--- config.mk ---
export PLATFORM = sky130hd
export DESIGN_NAME = depq_cell
export DESIGN_NICKNAME = d
export VERILOG_FILES = /design/src/hdl/depq_pkg.sv /design/src/hdl/depq_cell.sv
export SDC_FILE = /design/constraint.sdc
export NUM_CORES = 1
export LEC_CHECK = 0
export BUFFER_PORTS_ARGS = -buffer_cell sky130_fd_sc_hd__buf_2
export CORE_MARGIN = 2
export CORE_UTILIZATION = 23
export DETAILED_ROUTE_END_ITERATION = 6
export PLACE_DENSITY = 0.52
export SYNTH_ARGS = -nofsm -noshare
export SYNTH_HDL_FRONTEND = slang
export SYNTH_SLANG_ARGS = --single-unit
--- constraint.sdc ---
create_clock -name clk -period 3.95 [get_ports clk]
set_input_delay 0.79 -clock clk [delete_from_list [all_inputs] [get_ports clk]]
set_output_delay 0.79 -clock clk [all_outputs]
set_load 0.1 [all_outputs]
--- src/hdl/depq_pkg.sv ---
// shared types and constants for the double-ended priority queue
// holds the transfer structs, operation and status codes, and the cell link struct
// no dependencies
package depq_pkg;

    localparam int CAPACITY = 64;
    localparam int DATA_W   = 32;

    // operation codes
    localparam logic [1:0] FUNC_INSERT  = 2'd0;
    localparam logic [1:0] FUNC_GET_MIN = 2'd1;
    localparam logic [1:0] FUNC_GET_MAX = 2'd2;

    // status codes
    localparam logic [1:0] ST_OK    = 2'd0;
    localparam logic [1:0] ST_EMPTY = 2'd1;
    localparam logic [1:0] ST_FULL  = 2'd2;

    // request transfer
    typedef struct packed {
        logic [1:0]               func;
        logic signed [DATA_W-1:0] value;
    } req_t;

    // response transfer
    typedef struct packed {
        logic signed [DATA_W-1:0] value_out;
        logic [1:0]               status;
    } rsp_t;

    // command broadcast to every cell
    typedef struct packed {
        logic                     ins;
        logic                     pop_min;
        logic                     pop_max;
        logic signed [DATA_W-1:0] value;
    } cell_cmd_t;

    // what a cell shows its neighbors
    typedef struct packed {
        logic                     valid;
        logic                     lt;
        logic signed [DATA_W-1:0] value;
    } cell_link_t;

endpackage

--- src/hdl/depq_cell.sv ---
// one cell of the sorted chain: holds one entry and its valid bit
// shifts right on insert, left on get-min, drops its entry on get-max when it is the top; depends on depq_pkg
module depq_cell
    import depq_pkg::*;
(
    input  logic                     clk,
    input  logic                     rst_n,
    input  cell_cmd_t                cmd,
    input  cell_link_t               left,
    input  cell_link_t               right,
    output cell_link_t               link,
    output logic                     top,
    output logic signed [DATA_W-1:0] top_value
);

    logic                     valid_reg;
    logic                     valid_next;
    logic signed [DATA_W-1:0] value_reg;
    logic signed [DATA_W-1:0] value_next;
    logic                     lt;

    // entry is held and smaller than the broadcast value
    assign lt = valid_reg && ($signed(value_reg) < $signed(cmd.value));

    assign link.valid = valid_reg;
    assign link.lt    = lt;
    assign link.value = value_reg;

    // highest valid entry of the chain
    assign top       = valid_reg && !right.valid;
    assign top_value = top ? value_reg : '0;

    // next entry and valid bit
    always_comb
    begin
        valid_next = valid_reg;
        value_next = value_reg;
        if (cmd.ins)
        begin
            valid_next = valid_reg | left.valid;
            if (!lt)
            begin
                value_next = left.lt ? cmd.value : left.value;
            end
        end
        else if (cmd.pop_min)
        begin
            valid_next = right.valid;
            value_next = right.value;
        end
        else if (cmd.pop_max)
        begin
            valid_next = valid_reg & right.valid;
        end
    end

    // valid bit
    always_ff @(posedge clk or negedge rst_n)
    begin
        if (!rst_n)
        begin
            valid_reg <= 1'b0;
        end
        else
        begin
            valid_reg <= valid_next;
        end
    end

    // entry storage
    always_ff @(posedge clk)
    begin
        value_reg <= value_next;
    end

endmodule

==> impl_metrics.yaml <==
outcome:
  status: "complete, no violations"
drt:
  routed_wirelength_um: 7745
  drt_iter0_markers: 80
  drc_errors: 0
  routedWlPerCell_um: 12.74
  vias: 2653
  ant_nets: 0
  via_per_inst: 4.363
  firstDrtPassIters: 4
sta:
  finalWorstSetupSlack_ps: 261.8
  fin_crit_sh: 0.9337
  rsz0062_at_grt: "false"
  slew_headroom: 0.3356
  setup_tns_ps: 0
  finalCriticalPeriod_ps: 3688
  finalClockSkew_ps: 7.756
  max_freq_mhz: 271.1
  finalSetupViolations: 0
  hold_viol_final: 0
  slew_violations: 0
  tightest_slew_ps: 996.6
global_route:
  grt_first_pass_wirelength_um: 12030
  grtUsageTotal: 0.1173
  grt_pass1_vias: 2561
  grt-ovfl-total: 0
  grt_max_degree: 39
  antenna_found_initial: 0
clock_tree:
  postCtsHoldBufs: 0
  post_cts_buffers: 0
  cts-htree-levels: 2
  cts_tree: "done"
  cts.sinks: 33
  cts_buffer_depth: 2
  clockRootBuffer: "clkbuf_16"
  clk_latency_ps: 270
  cts_buffers: 5
  clk_pin_slew_ps: 50
  cts_resized: 0
setup_path:
  cp_data_arrival_time_ps: 2900
  worstSetupEndpointType: "primary output"
  ff2ff_path_depth: 7
  rr_endpoint: "value_reg[10]$_DFFE_PP_"
  cp-start-kind: "input pin"
  startpoint: "cmd[23]"
  crit_type: "input pin to primary output"
  reg2reg_slack_ps: 1210
  critPathMaxFanout: 3
  rr_startpoint: "value_reg[7]$_DFFE_PP_"
  crit_required_ps: 3160
logic_synthesis:
  synth_warnings: 0
  synth_cell_types: 31
  synth-seq-cells: 33
  synth.avg_cell_area_um2: 9.049
  syn-instance-count: 301
  synth_top_cell_by_area: "edfxtp_1"
  ys_seq_area_frac: 0.3620
  netlist_area_um2: 2724
  yosysTopAreaCellShare: 0.3528
  syn-num-nets: 437
  synth_area_leaders: "edfxtp_1 (35%), ha_1 (14%), mux2i_1 (12%)"
cells_and_area:
  final_util: 0.3382
  diodes: 0
  final_cells: 608
  nNetsFinal: 601
  drive_above_1_share: 0.3935
  syn2layout_area_growth_pct: 42.40
  largest_reg_flops: 32
floorplanning:
  die-area_um2: 12730
  core_um2: 11470
  fp.dieW_um: 112.8
  start_util: 0.2375
  die_y_um: 112.8
  ios: 172
  core.rowCount: 39
power_and_ir_drop:
  p_leak_nw: 2.034
  finalPower_mw: 1.856
  irDropWorstVdd_uv: 232.8
  power.density_nw_per_um2: 478.6
placement:
  port_buffers: 170
  place_ws_ps: 262.5
  hpwl_um: 6179
  dp_cells: 601
  place.gp.congestion: 0.7607
worst_hold_path:
  hold_path_class: "input pin to asynchronous set/reset pin"
run:
  max_cap_violations: 0
[layer usage]
metal | vias up | global-route usage | wire length [µm]
met2 | 94 | 0.2096 | 3743
li1 | 1381 | - | -
met4 | 0 | 0.02195 | 31
met1 | 1176 | 0.1436 | 3409
met5 | - | 0 | 0
met3 | 2 | 0.02999 | 560
[critical path, cell delays in order]
cell and delay [ps]:
buf_2 90, inv_1 40, ha_1 310, a21oi_1 150, o21ai_0 120, a221o_1 340, a211o_1 340, a21oi_1 170
mux2i_1 320, buf_12 220
[Yosys cell counts]
cell type / count
nand2b_1: 2
edfxtp_1: 32
inv_1: 32
o21ai_0: 3
o311a_1: 1
a31oi_1: 1
buf_2: 3
nand2_1: 8
nor3_1: 1
nand3_1: 4
nor2_1: 38
buf_1: 1
mux2i_1: 33
a221o_1: 1
a211oi_1: 1
a211o_1: 2
nor2b_1: 1
o32a_1: 1
buf_4: 2
clkbuf_1: 11
nand4_1: 6
o21ai_1: 1
o41ai_2: 1
dfrtp_1: 1
a21oi_2: 1
a21o_1: 2
a21oi_1: 46
and2_1: 32
ha_1: 31
nor4_1: 1
a211oi_2: 1
[metrics by stage]
step                hold WS, ps  cell area [µm²]
floorplan                 494.4             2731
global placement          571.9             3746
detailed placement        571.8             3746
CTS                       280.6             3879
global route              279.4             3879
finish                    290.5             3879
[power by group]
group / internal [mW] / switching (mW)
Clock: 0.228 / 0.138
Sequential: 0.450 / 0.0357
Combinational: 0.214 / 0.791
Total: 0.892 / 0.965
[area by class of cell]
class / count / area [µm²]
repair buffers: 174 / 908.4
clock inverters: 1 / 3.754
flip-flops and latches: 33 / 985.9
fillers: 1222 / 7589
well taps: 143 / 178.9
clock buffers: 6 / 128.9
inverters: 32 / 120.1
multi-input cells: 219 / 1553
[kinds of logic (layout without fill, tap and decap cells)]
group           count (synthesis)  in the layout  share of synthesized area
buf+inv                        49            213                    0.07166
compound gates                 62             62                     0.1337
simple gates                   93             93                     0.1690
fa+ha+maj                      31             31                     0.1424
mux                            33             33                     0.1213
flops                          33             33                     0.3620
[cells in the final DEF (no fill, tap or decap), types with 2 or more instances in the layout]
cell type | netlist | routed
nor2_1 | 38 | 38
nand2b_1 | 2 | 2
clkbuf_16 | 0 | 5
a21oi_1 | 46 | 46
buf_4 | 2 | 3
inv_1 | 32 | 32
ha_1 | 31 | 31
and2_1 | 32 | 32
a21o_1 | 2 | 2
nand2_1 | 8 | 8
o21ai_0 | 3 | 3
nand3_1 | 4 | 4
edfxtp_1 | 32 | 32
buf_12 | 0 | 2
a211o_1 | 2 | 2
buf_2 | 3 | 169
nand4_1 | 6 | 6
mux2i_1 | 33 | 33
[worst max-delay path by stage]
| stage | cells after the start | slack [ps] | end |
|---|---|---|---|
| final | 10 | 260 | link[32] |
| after global routing | 10 | 110 | link[32] |
| after CTS | 10 | 240 | link[32] |
| after detailed placement | 10 | 260 | link[32] |
| after global placement | 10 | 280 | link[32] |
| after floorplan | 3 | 290 | top_value[22] |
No activity file was read; power rests on OpenSTA's default activity.
